===== config.mk =====
export PLATFORM = sky130hd
export DESIGN_NAME = sensor_command_decoder
export DESIGN_NICKNAME = d
export VERILOG_FILES = /design/src/scd_pkg.sv /design/src/sensor_command_decoder.sv
export SDC_FILE = /design/constraint.sdc
export NUM_CORES = 1
export LEC_CHECK = 0
export BUFFER_PORTS_ARGS = -buffer_cell sky130_fd_sc_hd__buf_2
export CAP_MARGIN = 15
export CORE_UTILIZATION = 45
export CTS_BUF_LIST = sky130_fd_sc_hd__clkbuf_2
export DETAILED_ROUTE_END_ITERATION = 8
export GPL_TIMING_DRIVEN = 0
export PLACE_DENSITY = 0.67
export SLEW_MARGIN = 20
export SYNTH_ARGS = -nofsm -noshare
export SYNTH_HDL_FRONTEND = slang
export SYNTH_SLANG_ARGS = --single-unit

===== constraint.sdc =====
create_clock -name aclk -period 7.66 [get_ports aclk]
set_clock_uncertainty 0.05 [all_clocks]
set_input_delay 0.766 -clock aclk [delete_from_list [all_inputs] [get_ports aclk]]
set_output_delay 0.766 -clock aclk [all_outputs]
set_load 0.01 [all_outputs]

===== src/scd_pkg.sv =====
// scd_pkg.sv - shared types and constants of the sensor command decoder.
// Holds the command and result word layouts, the command codes and the gain lookup.
// No dependencies.
`default_nettype none

package scd_pkg;

    // Input word: one host command frame
    typedef struct packed {
        logic [7:0] header;
        logic [7:0] func;
        logic [7:0] arg_a;
        logic [7:0] arg_b;
        logic [7:0] byte_count;
    } cmd_word_t;

    // Output word: one result of a command
    typedef struct packed {
        logic [2:0]  action;
        logic [2:0]  word_index;
        logic [31:0] word_data;
        logic [7:0]  frame_count;
        logic        last;
    } res_word_t;

    // Field patch applied while the table is streamed out
    typedef enum logic [1:0] {
        PATCH_NONE,
        PATCH_POWER_SAVE,
        PATCH_ADC,
        PATCH_PGA
    } patch_t;

    localparam int TABLE_WORDS = 8;

    // Result actions
    localparam logic [2:0] ACT_TABLE_WORD  = 3'd0;
    localparam logic [2:0] ACT_EXPOSURE    = 3'd1;
    localparam logic [2:0] ACT_IMAGE_DUMP  = 3'd2;
    localparam logic [2:0] ACT_TEMPERATURE = 3'd3;
    localparam logic [2:0] ACT_REJECT      = 3'd4;

    // Command groups
    localparam logic [7:0] HDR_EXPOSURE = 8'hAA;
    localparam logic [7:0] HDR_CONFIG   = 8'hBB;
    localparam logic [7:0] HDR_DATA     = 8'hCC;

    // Sub-commands of the exposure group
    localparam logic [7:0] FN_SET_FRAMES   = 8'hFF;
    localparam logic [7:0] FN_SET_EXPOSURE = 8'h00;
    localparam logic [7:0] FN_START        = 8'h01;

    // Sub-commands of the sensor config group
    localparam logic [7:0] FN_DEFAULT    = 8'h00;
    localparam logic [7:0] FN_POWER_SAVE = 8'hDD;
    localparam logic [7:0] FN_ADC_GAIN   = 8'hEE;
    localparam logic [7:0] FN_PGA_GAIN   = 8'hFF;

    // Sub-commands of the data request group
    localparam logic [7:0] FN_IMAGE_DUMP  = 8'h00;
    localparam logic [7:0] FN_TEMPERATURE = 8'h01;

    localparam logic [7:0] FRAME_LEN = 8'd4;
    localparam logic [7:0] ADC_MAX   = 8'd23;
    localparam logic [7:0] PGA_MAX   = 8'd9;

    // Table word positions with patched fields
    localparam logic [2:0] IDX_PGA_TOP    = 3'd2;
    localparam logic [2:0] IDX_PGA_BOT    = 3'd3;
    localparam logic [2:0] IDX_ADC        = 3'd4;
    localparam logic [2:0] IDX_POWER_SAVE = 3'd7;
    localparam logic [2:0] IDX_LAST       = 3'd7;

    localparam logic [31:0] POWER_SAVE_BIT = 32'h0010_0000;
    localparam logic [11:0] TRAIN_WORD     = 12'hC93;

    // ms * 1000 / 56 = ms * 125 / 7, taken as (ms * 125 * ceil(2^18 / 7)) >> 18;
    // exact for every 8-bit ms
    localparam logic [22:0] LINE_RECIP = 23'd4681250;
    localparam int          LINE_SHIFT = 18;

    localparam logic [31:0] TABLE_RESET [TABLE_WORDS] = '{
        32'd4042080374, 32'd3892444775, 32'd13,         32'd2816899456,
        32'd2823196561, 32'd2382365633, 32'd1335122926, 32'd3232648434
    };

    // Gain code: the gain index with its five bits reversed
    function automatic logic [4:0] gain_lut(input logic [4:0] idx);
        logic [4:0] code;
        for (int i = 0; i < 5; i++) begin
            code[i] = idx[4 - i];
        end
        return code;
    endfunction

endpackage

`default_nettype wire


===== src/sensor_command_decoder.sv =====
// sensor_command_decoder.sv - decodes host command frames into sensor table words and requests.
// Depends on scd_pkg for word layouts, command codes and the gain lookup.
//
//  channel | ports                         | direction | word
//  --------+-------------------------------+-----------+------------------------------
//  command | s_valid s_ready s_data        | in        | cmd_word_t, one frame
//  result  | m_valid m_ready m_data        | out       | res_word_t, one result
//  config  | cfg_valid cfg_ready cfg_index | in        | table word index and cfg_data
//
//  A command is decoded in the cycle it is accepted and parked in a one-deep job
//  register; its first result moves to the output register once that is free.
//  Single-result commands sustain one word per cycle unless the output stalls;
//  a sensor config command streams its eight table words one per cycle through
//  the job counter, unless stalled, occupying the job register throughout.
//  A new command is accepted in the cycle its predecessor's last word moves
//  to the output register. Reset restores the table words, frame count 1 and
//  exposure 2 ms. A stalled output holds the job and, once it is full, s_ready.
`default_nettype none

module sensor_command_decoder (
    input  wire logic              aclk,
    input  wire logic              aresetn,
    input  wire logic              s_valid,
    output logic                   s_ready,
    input  wire scd_pkg::cmd_word_t s_data,
    output logic                   m_valid,
    input  wire logic              m_ready,
    output scd_pkg::res_word_t     m_data,
    input  wire logic              cfg_valid,
    output logic                   cfg_ready,
    input  wire logic [7:0]        cfg_index,
    input  wire logic [31:0]       cfg_data
);
    import scd_pkg::*;

    // Configuration table and command state
    logic [31:0] table_reg [TABLE_WORDS];
    logic [7:0]  frames_reg, frames_next;
    logic [7:0]  exposure_reg, exposure_next;

    // Job register: the accepted command still producing results
    logic        job_valid_reg, job_valid_next;
    logic        job_table_reg, job_table_next;
    logic [2:0]  job_action_reg, job_action_next;
    logic [31:0] job_data_reg, job_data_next;
    logic [7:0]  job_frames_reg, job_frames_next;
    patch_t      job_patch_reg, job_patch_next;
    logic [4:0]  job_lut_a_reg, job_lut_a_next;
    logic [4:0]  job_lut_b_reg, job_lut_b_next;
    logic [2:0]  idx_reg, idx_next;

    // Output register
    logic        m_valid_reg, m_valid_next;
    res_word_t   m_data_reg, m_data_next;

    // Decode results
    logic        dec_has_result;
    logic        dec_table;
    logic [2:0]  dec_action;
    logic [31:0] dec_data;
    logic [7:0]  dec_frames;
    patch_t      dec_patch;
    logic [30:0] lines_prod;
    logic [12:0] lines;

    logic        out_free;
    logic        job_step;
    logic        job_last;
    logic        s_accept;
    logic [31:0] tbl_word;
    res_word_t   cur_res;

    assign cfg_ready = 1'b1;
    assign m_valid   = m_valid_reg;
    assign m_data    = m_data_reg;

    // Handshake: the job slot frees as its last word enters the output register
    assign out_free = !m_valid_reg || m_ready;
    assign job_step = job_valid_reg && out_free;
    assign job_last = !job_table_reg || (idx_reg == IDX_LAST);
    assign s_ready  = !job_valid_reg || (job_step && job_last);
    assign s_accept = s_valid && s_ready;

    // Exposure in line times from the current exposure register
    assign lines_prod = 31'(exposure_reg) * 31'(LINE_RECIP);
    assign lines      = lines_prod[LINE_SHIFT +: 13];

    // Decode the incoming frame and update the command state
    always_comb begin
        dec_has_result = 1'b0;
        dec_table      = 1'b0;
        dec_action     = ACT_REJECT;
        dec_data       = '0;
        dec_frames     = '0;
        dec_patch      = PATCH_NONE;
        frames_next    = frames_reg;
        exposure_next  = exposure_reg;
        if (s_data.byte_count == FRAME_LEN) begin
            case (s_data.header)
                HDR_EXPOSURE: begin
                    case (s_data.func)
                        FN_SET_FRAMES:   frames_next   = s_data.arg_a;
                        FN_SET_EXPOSURE: exposure_next = s_data.arg_a;
                        FN_START: begin
                            dec_has_result = 1'b1;
                            dec_action     = ACT_EXPOSURE;
                            dec_data       = {4'd0, TRAIN_WORD, 3'd0, lines};
                            dec_frames     = frames_reg;
                        end
                        default: ;
                    endcase
                end
                HDR_CONFIG: begin
                    case (s_data.func)
                        FN_DEFAULT: begin
                            dec_has_result = 1'b1;
                            dec_table      = 1'b1;
                        end
                        FN_POWER_SAVE: begin
                            dec_has_result = 1'b1;
                            dec_table      = 1'b1;
                            dec_patch      = PATCH_POWER_SAVE;
                        end
                        FN_ADC_GAIN: begin
                            dec_has_result = 1'b1;
                            if (s_data.arg_b <= ADC_MAX) begin
                                dec_table = 1'b1;
                                dec_patch = PATCH_ADC;
                            end
                        end
                        FN_PGA_GAIN: begin
                            dec_has_result = 1'b1;
                            if (s_data.arg_a <= PGA_MAX && s_data.arg_b <= PGA_MAX) begin
                                dec_table = 1'b1;
                                dec_patch = PATCH_PGA;
                            end
                        end
                        default: ;
                    endcase
                end
                HDR_DATA: begin
                    case (s_data.func)
                        FN_IMAGE_DUMP: begin
                            dec_has_result = 1'b1;
                            dec_action     = ACT_IMAGE_DUMP;
                        end
                        FN_TEMPERATURE: begin
                            dec_has_result = 1'b1;
                            dec_action     = ACT_TEMPERATURE;
                        end
                        default: ;
                    endcase
                end
                default: ;
            endcase
        end
        // hold state unless a frame is actually taken
        if (!s_accept) begin
            frames_next   = frames_reg;
            exposure_next = exposure_reg;
        end
    end

    // Patch the table word at the job counter
    always_comb begin
        tbl_word = table_reg[idx_reg];
        case (job_patch_reg)
            PATCH_POWER_SAVE: begin
                if (idx_reg == IDX_POWER_SAVE) begin
                    tbl_word = tbl_word | POWER_SAVE_BIT;
                end
            end
            PATCH_ADC: begin
                if (idx_reg == IDX_ADC) begin
                    tbl_word = {tbl_word[31:6], 1'b0, job_lut_b_reg};
                end
            end
            PATCH_PGA: begin
                if (idx_reg == IDX_PGA_TOP) begin
                    tbl_word = tbl_word | (32'(job_lut_a_reg) << 7)
                             | (32'(job_lut_b_reg[2:0]) << 29);
                end
                if (idx_reg == IDX_PGA_BOT) begin
                    tbl_word = tbl_word | 32'(job_lut_b_reg[4:3]);
                end
            end
            default: ;
        endcase
    end

    // Current result of the job
    always_comb begin
        if (job_table_reg) begin
            cur_res.action      = ACT_TABLE_WORD;
            cur_res.word_index  = idx_reg;
            cur_res.word_data   = tbl_word;
            cur_res.frame_count = '0;
            cur_res.last        = (idx_reg == IDX_LAST);
        end else begin
            cur_res.action      = job_action_reg;
            cur_res.word_index  = '0;
            cur_res.word_data   = job_data_reg;
            cur_res.frame_count = job_frames_reg;
            cur_res.last        = 1'b1;
        end
    end

    // Job and output register next state
    always_comb begin
        job_valid_next  = job_valid_reg;
        job_table_next  = job_table_reg;
        job_action_next = job_action_reg;
        job_data_next   = job_data_reg;
        job_frames_next = job_frames_reg;
        job_patch_next  = job_patch_reg;
        job_lut_a_next  = job_lut_a_reg;
        job_lut_b_next  = job_lut_b_reg;
        idx_next        = idx_reg;
        m_valid_next    = m_valid_reg;
        m_data_next     = m_data_reg;

        if (job_step) begin
            // advance: move one result into the output register
            m_valid_next = 1'b1;
            m_data_next  = cur_res;
            if (job_last) begin
                job_valid_next = 1'b0;
            end else begin
                idx_next = idx_reg + 3'd1;
            end
        end else if (m_ready) begin
            m_valid_next = 1'b0;
        end

        if (s_accept && dec_has_result) begin
            job_valid_next  = 1'b1;
            job_table_next  = dec_table;
            job_action_next = dec_action;
            job_data_next   = dec_data;
            job_frames_next = dec_frames;
            job_patch_next  = dec_patch;
            job_lut_a_next  = gain_lut(s_data.arg_a[4:0]);
            job_lut_b_next  = gain_lut(s_data.arg_b[4:0]);
            idx_next        = '0;
        end
    end

    // Control state and configuration table
    always_ff @(posedge aclk) begin
        if (!aresetn) begin
            job_valid_reg <= 1'b0;
            m_valid_reg   <= 1'b0;
            frames_reg    <= 8'd1;
            exposure_reg  <= 8'd2;
            for (int i = 0; i < TABLE_WORDS; i++) begin
                table_reg[i] <= TABLE_RESET[i];
            end
        end else begin
            job_valid_reg <= job_valid_next;
            m_valid_reg   <= m_valid_next;
            frames_reg    <= frames_next;
            exposure_reg  <= exposure_next;
            // drop writes beyond the table
            if (cfg_valid && cfg_ready && cfg_index < 8'(TABLE_WORDS)) begin
                table_reg[cfg_index[2:0]] <= cfg_data;
            end
        end
    end

    // Payload registers
    always_ff @(posedge aclk) begin
        job_table_reg  <= job_table_next;
        job_action_reg <= job_action_next;
        job_data_reg   <= job_data_next;
        job_frames_reg <= job_frames_next;
        job_patch_reg  <= job_patch_next;
        job_lut_a_reg  <= job_lut_a_next;
        job_lut_b_reg  <= job_lut_b_next;
        idx_reg        <= idx_next;
        m_data_reg     <= m_data_next;
    end

    // A command is taken alongside a busy job only when that job is on its last word
    a_accept_on_last: assert property (@(posedge aclk) disable iff (!aresetn)
        (s_ready && job_valid_reg) |-> (job_last && out_free))
        else $error("command accepted while job still has words to send");

    // Only table words continue past a result; others are always last
    a_single_last: assert property (@(posedge aclk) disable iff (!aresetn)
        (m_valid_reg && m_data_reg.action != ACT_TABLE_WORD) |-> m_data_reg.last)
        else $error("non-table result without last");

    // Last marks exactly the final table word
    a_table_last: assert property (@(posedge aclk) disable iff (!aresetn)
        (m_valid_reg && m_data_reg.action == ACT_TABLE_WORD)
            |-> (m_data_reg.last == (m_data_reg.word_index == IDX_LAST)))
        else $error("table last flag does not match word index");

    // Table words stream without gaps and in order
    a_table_order: assert property (@(posedge aclk) disable iff (!aresetn)
        (m_valid_reg && m_ready && m_data_reg.action == ACT_TABLE_WORD && !m_data_reg.last)
            |=> (m_valid_reg && m_data_reg.action == ACT_TABLE_WORD
                 && m_data_reg.word_index == 3'($past(m_data_reg.word_index) + 3'd1)))
        else $error("table word stream broken");

endmodule

`default_nettype wire


After elaboration in Yosys (flattened, before gate mapping)
Memories as Yosys holds them, arrays and structs flattened. A register that Yosys moved wholly into a read port is not among the register bits.
Index checks and enable logic that the tools add are counted.
{"block": "classes", "eq_ne": 15, "muxes": 36, "bitwise_logic": 4, "n_addsub": 1, "n_mul": 1, "reduce_logical": 27, "magnitude_cmp": 4}
{"operator": "$mux 32", "n": 4}
{"operator": "$pmux 32 s3", "n": 1}
{"operator": "$eq 8x8->1 const B", "n": 6}
{"operator": "$mux 41", "n": 1}
{"operator": "$or 32x12->32", "n": 1}
{"operator": "$or 32x2->32", "n": 1}
{"operator": "$or 32x32->32", "n": 1}
{"operator": "$reduce_or 32->1", "n": 1}
{"operator": "$mul 8x22->30 const B", "n": 1}
{"operator": "$mux 28", "n": 1}
{"operator": "$mux 21", "n": 1}
{"operator": "$le 8x4->1 const B", "n": 2}
{"operator": "$mux 1", "n": 16}
{"operator": "$mux 3", "n": 4}
{"operator": "$pmux 3 s2", "n": 2}
{"operator": "$eq 8x1->1 const B", "n": 1}
{"operator": "$eq 8x3->1 const B", "n": 1}
{"operator": "$le 8x5->1 const B", "n": 1}
{"operator": "$logic_not 8->1", "n": 1}
{"operator": "$lt 8x4->1 const B", "n": 1}
{"operator": "$reduce_and 2->1", "n": 4}
{"operator": "$reduce_and 4->1", "n": 2}
{"operator": "$eq 3x2->1 const B", "n": 2}
{"operator": "$eq 3x3->1 const B", "n": 2}
{"operator": "other kinds (15)", "n": 30}
{"block": "totals", "n_memories": 1, "out_inout_bits": 50, "word_cells": 107, "input_bits": 85, "register_bits": 124, "ramBits": 256}
{"memory": "table_reg", "words": 8, "word_bits": 32, "rd": 1, "rd_clocked_by_memory_dff": 1, "write_ports": 8, "line": "sensor_command_decoder.sv:37", "text": "logic [31:0] table_reg [TABLE_WORDS];"}

Longest topological paths before layout
{"block": "logic_depth", "depth_word": 9, "ltp_mapped": 17, "ltp_nobuf": 16}

Worst setup path before layout
OpenSTA, ideal clock, no wires.
{"block": "synth_timing", "path_type": "input port to flip-flop", "from": "input cfg_index[7]", "to": "memory table_reg[4][0] (enable)", "n_path_buf": 2, "stages": 6, "required_ns": 7.144, "path_slack_ns": 3.196, "arrival_time_ns": 3.949, "cell_sequence": "nor3_1 -> nand4_1 -> or2_2 -> clkbuf_1 -> clkbuf_1 -> o21ai_0"}
{"element": "from (decl)", "line": "sensor_command_decoder.sv:31", "text": "input wire logic [7:0] cfg_index,"}
{"element": "to (decl)", "line": "sensor_command_decoder.sv:37"}

Final worst setup path
{"block": "layout_timing", "from": "register exposure_reg[4]", "to": "register job_data_reg[11], data pin"}
{"block": "layout_between", "elab_chain_cells": 1}
{"element": "from (decl)", "line": "sensor_command_decoder.sv:39", "text": "logic [7:0] exposure_reg, exposure_next;"}
{"element": "from (signal assigned)", "line": "sensor_command_decoder.sv:262", "text": "exposure_reg <= exposure_next;"}
{"element": "$mul 8x22->30", "line": "sensor_command_decoder.sv:85", "text": "assign lines_prod = 31'(exposure_reg) * 31'(LINE_RECIP);"}
{"element": "to (signal assigned)", "line": "sensor_command_decoder.sv:274", "text": "job_data_reg <= job_data_next;"}
{"element": "to (decl)", "line": "sensor_command_decoder.sv:45", "text": "logic [31:0] job_data_reg, job_data_next;"}
No other way between the ends.
A chain may end at the register's enable or synchronous reset.

==> run summary <==
• flop — element type at the critical path end
• reg2reg — Crit Path Class
• 0 — Overflow after GRT
• 176.6 nW/µm² — power density relative to cell area
• 0 — max-slew violations
• sky130_fd_sc_hd__clkbuf_2 — cell chosen for the clock root
• 13.94% — area growth from synthesis to layout
• 15 — reg2reg path depth
• 132 — number of port buffers
• sky130_fd_sc_hd__edfxtp_1 56%, sky130_fd_sc_hd__mux4_2 7.9%, sky130_fd_sc_hd__and2_1 5.5% — Synth area leaders
• 7.717 nW — Static Leakage
• 84 — number of buffers created by CTS
• 1122 — first-iteration detailed-routing DRC count
• sky130_fd_sc_hd__edfxtp_1 — Yosys top cell by area
• 1974 — placed insts
• done — TritonCTS clock tree
• 3 — buffer depth of the longest clock path
• 10720 µm² — register cell area after layout
• 3415 — number of fillers in the final layout
• 71.15 mm — wire length of the first global-routing pass
• 18160 µm² — synthesized cell area
• sky130_fd_sc_hd__edfxtp_1 — top_reg_cell synth
• 1 — worst hold path depth
• 0.0001075 V — largest vdd supply drop
• 25 — maximum number of pins on one net before global-route repair
• 0 ns — Post-Route Setup TNS
• in2reg — class of the tightest hold or removal check
• 2.75 ns — flop-to-flop setup slack
• 0.11 ns — clock-pin transition on the worst setup and hold timing paths
• 202.9 µm — chip height
• 27.21% — Slew headroom
• 0.003655 W — total power consumption of the routed design
• 365 — number of clock sinks
• 13.94 µm² — Avg Synthesized Cell Area
• flop — Critical Path Source Type
• 0 — Yosys warning count
• 11860 — number of global-route vias before repair
• 59.03% — share of the yosys chip area belonging to registers
• 1486 — Post-Synthesis Net Count
• 6913 µm² — area taken by multi-input logic gates
• job_data_reg[11]$_SDFFCE_PN0P_ — RR Endpoint
• 7 — number of iterations in the first detailed-routing pass
• 365 — total of flip-flops plus latches after synthesis
• 1303 — cell count after synthesis
• 0 — count of maximum capacitance violations
• 56.38% — share of the synthesized area in the top cell type
• 5.458 — routed via count divided by cell count
• 64.15% — post-route clock period utilization
• 11630 — total via count after detailed routing
• 41170 µm² — area enclosed by the die boundary
• 256 — flip-flop count of the largest register, all copies and words added
• 202.9 µm — chip width
• 0 — Final Setup Violations
• 22.20 µm — routed length per placed instance
• 33.47 mm — Final HPWL DP
• 2131 — final standard cell count with taps included and fillers excluded
• exposure_reg[4]$_SDFFE_PN0P_ — r2r startpoint
• 1.088 ns — pin slew with the least headroom to its limit
• 45.71% — initial standard-cell utilization of the core
• 0 — final hold viol count
• 8.27 ns — data required time at the worst endpoint
• 47.31 mm — aggregate routed wire length
• 0.95 ns — clock insertion delay at the later pin of the skew report
• sky130_fd_sc_hd__edfxtp_1 — most common cell after layout, fill and taps aside
• 0% — asr flop ratio synth
• 0 — number of remaining DRC errors
• 4.914 ns — post-layout min period
• complete, no violations — run status
• false — RSZ-0062 raised after global routing
• 341 x sky130_fd_sc_hd__edfxtp_1, 160 x sky130_fd_sc_hd__and2_1, 140 x sky130_fd_sc_hd__buf_2 — most frequent cells in the layout
• 0 — Post-DRT Antenna Nets
• 5.53 ns — Arrival @ worst endpoint
• s_data[11] — hold path start
• 135 — count of boundary I/O pins
• 23.39% — fraction of layout instances using a drive strength above 1
• 59 — number of distinct library cell variants in the gate-level netlist after synthesis
• 341 — count of flip-flops with a built-in enable after synthesis
• 8 — antenna violations before repair
• 23.55% — GR Util All Layers
• 3 — Max H-tree Level
• job_lut_b_reg[1]$_DFFE_PP_ — end point of the most critical hold path
• 73 — row count
• 39730 µm² — area inside the core boundary
• 1721 — number of nets in the final layout
• 0 — Post-CTS Repair Setup Buffers
• 0.2035 GHz — achievable clock frequency
• 0.8433 — global placer's final weighted congestion
• 8 — crit path max fanout
[critical path, stage by stage (launching register included)]
cell and delay (ns):
sky130_fd_sc_hd__dfxtp_1 0.65, sky130_fd_sc_hd__fa_1 0.55, sky130_fd_sc_hd__fa_1 0.48, sky130_fd_sc_hd__fa_1 0.55, sky130_fd_sc_hd__inv_1 0.06, sky130_fd_sc_hd__fa_1 0.54, sky130_fd_sc_hd__inv_1 0.04, sky130_fd_sc_hd__ha_1 0.26
sky130_fd_sc_hd__clkbuf_1 0.26, sky130_fd_sc_hd__and3_1 0.23, sky130_fd_sc_hd__and4_1 0.21, sky130_fd_sc_hd__nand3_1 0.07, sky130_fd_sc_hd__and3_1 0.18, sky130_fd_sc_hd__a21oi_1 0.31, sky130_fd_sc_hd__xnor2_1 0.16, sky130_fd_sc_hd__nor2_1 0.09
[cell type report]
type	count	share of cell area, %
timing repair buffer	149	4.970
inverter	89	1.621
multi-input combinational	782	33.41
sequential	365	51.81
clock inverter	28	0.6772
tap	525	3.175
buffer	67	1.330
clock buffer	123	2.975
antenna	3	0.03628
[what timing repair did]
action | CTS | global route
setup endpoints to repair | 0 | 0
hold endpoints to repair | 2 | 1
resized for setup | 0 | 0
hold buffers | 2 | 1
[how the worst max path moves through the flow]
stage	from	endpoint	slack [ns]	cells after the start
2_1_floorplan	cfg_index[7]	table_reg[4][0]$_SDFFCE_PN1P_	3.20	6
3_3_place_gp	aresetn	table_reg[2][13]$_SDFFCE_PN0P_	-0.10	6
3_5_place_dp	exposure_reg[7]$_SDFFE_PN0P_	job_data_reg[10]$_SDFFCE_PN0P_	2.74	15
4_1_cts	exposure_reg[4]$_SDFFE_PN0P_	job_data_reg[11]$_SDFFCE_PN0P_	2.75	15
5_1_grt	exposure_reg[7]$_SDFFE_PN0P_	job_data_reg[10]$_SDFFCE_PN0P_	2.48	14
6_report	exposure_reg[4]$_SDFFE_PN0P_	job_data_reg[11]$_SDFFCE_PN0P_	2.75	15
[kinds of logic (layout without fill, tap and decap cells)]
logic type	after synthesis	count (layout)	share of synthesized area, %
flops	365	365	59.03
simple gates	460	460	14.96
other cells	1	4	0.02065
buf+inv	156	456	3.348
xor+xnor	13	13	0.6269
fa+ha+maj	98	98	8.198
compound gates	103	103	3.507
mux	107	107	10.31
[cells in the mapped netlist, types with 2 or more instances]
library cell and number:
sky130_fd_sc_hd__xor2_1 8, sky130_fd_sc_hd__a221oi_1 6, sky130_fd_sc_hd__nor3b_4 2, sky130_fd_sc_hd__o22ai_1 2
sky130_fd_sc_hd__ha_1 63, sky130_fd_sc_hd__or2_2 4, sky130_fd_sc_hd__buf_2 8, sky130_fd_sc_hd__a41oi_1 2
sky130_fd_sc_hd__a21o_1 4, sky130_fd_sc_hd__fa_1 35, sky130_fd_sc_hd__buf_1 3, sky130_fd_sc_hd__nand2_1 38
sky130_fd_sc_hd__dfxtp_1 24, sky130_fd_sc_hd__nor2_4 2, sky130_fd_sc_hd__nor2_1 44, sky130_fd_sc_hd__nor2b_1 44
sky130_fd_sc_hd__nand3_1 8, sky130_fd_sc_hd__a21boi_0 3, sky130_fd_sc_hd__nand3b_1 2, sky130_fd_sc_hd__or3_1 80
sky130_fd_sc_hd__and2_1 160, sky130_fd_sc_hd__inv_1 88, sky130_fd_sc_hd__and3_1 6, sky130_fd_sc_hd__o21ai_0 27
sky130_fd_sc_hd__nand4_1 8, sky130_fd_sc_hd__and4_1 2, sky130_fd_sc_hd__edfxtp_1 341, sky130_fd_sc_hd__nand2b_1 39
sky130_fd_sc_hd__o21a_1 3, sky130_fd_sc_hd__a21oi_1 33, sky130_fd_sc_hd__clkbuf_1 54, sky130_fd_sc_hd__a31oi_1 5
sky130_fd_sc_hd__or4_1 2, sky130_fd_sc_hd__mux2i_1 43, sky130_fd_sc_hd__mux4_2 64, sky130_fd_sc_hd__nor3_1 10
sky130_fd_sc_hd__o211ai_1 8, sky130_fd_sc_hd__a211oi_1 3, sky130_fd_sc_hd__xnor2_1 5
[where the power goes]
group          total, W  switching, W  internal, W
sequential      0.00225     0.0000177      0.00224
clock           0.00122      0.000758     0.000465
combinational  0.000177      0.000102    0.0000757
[metrics by stage]
step	setup slack, ns	instance area, µm²	utilization [%]	hold slack (ns)
after detailed placement	2.739	19900	50.08	0.4142
after floorplan	3.196	18160	-	0.3860
after CTS	2.753	20670	52.03	0.002039
final	2.746	20690	52.08	0.07497
after global placement	-0.1003	19480	49.03	0.4117
after global routing	2.482	20690	52.08	0.02690
[per-layer routing]
| layer | track usage (%) | vias to the layer above | share of wire (%) |
|---|---|---|---|
| met5 | 0 | - | 0.12 |
| met3 | 4.976 | 92 | 7.5 |
| li1 | - | 5282 | - |
| met1 | 31.12 | 5776 | 42 |
| met2 | 38.60 | 472 | 48 |
| met4 | 8.029 | 10 | 2.5 |
Power figures use the tool's default switching activity.
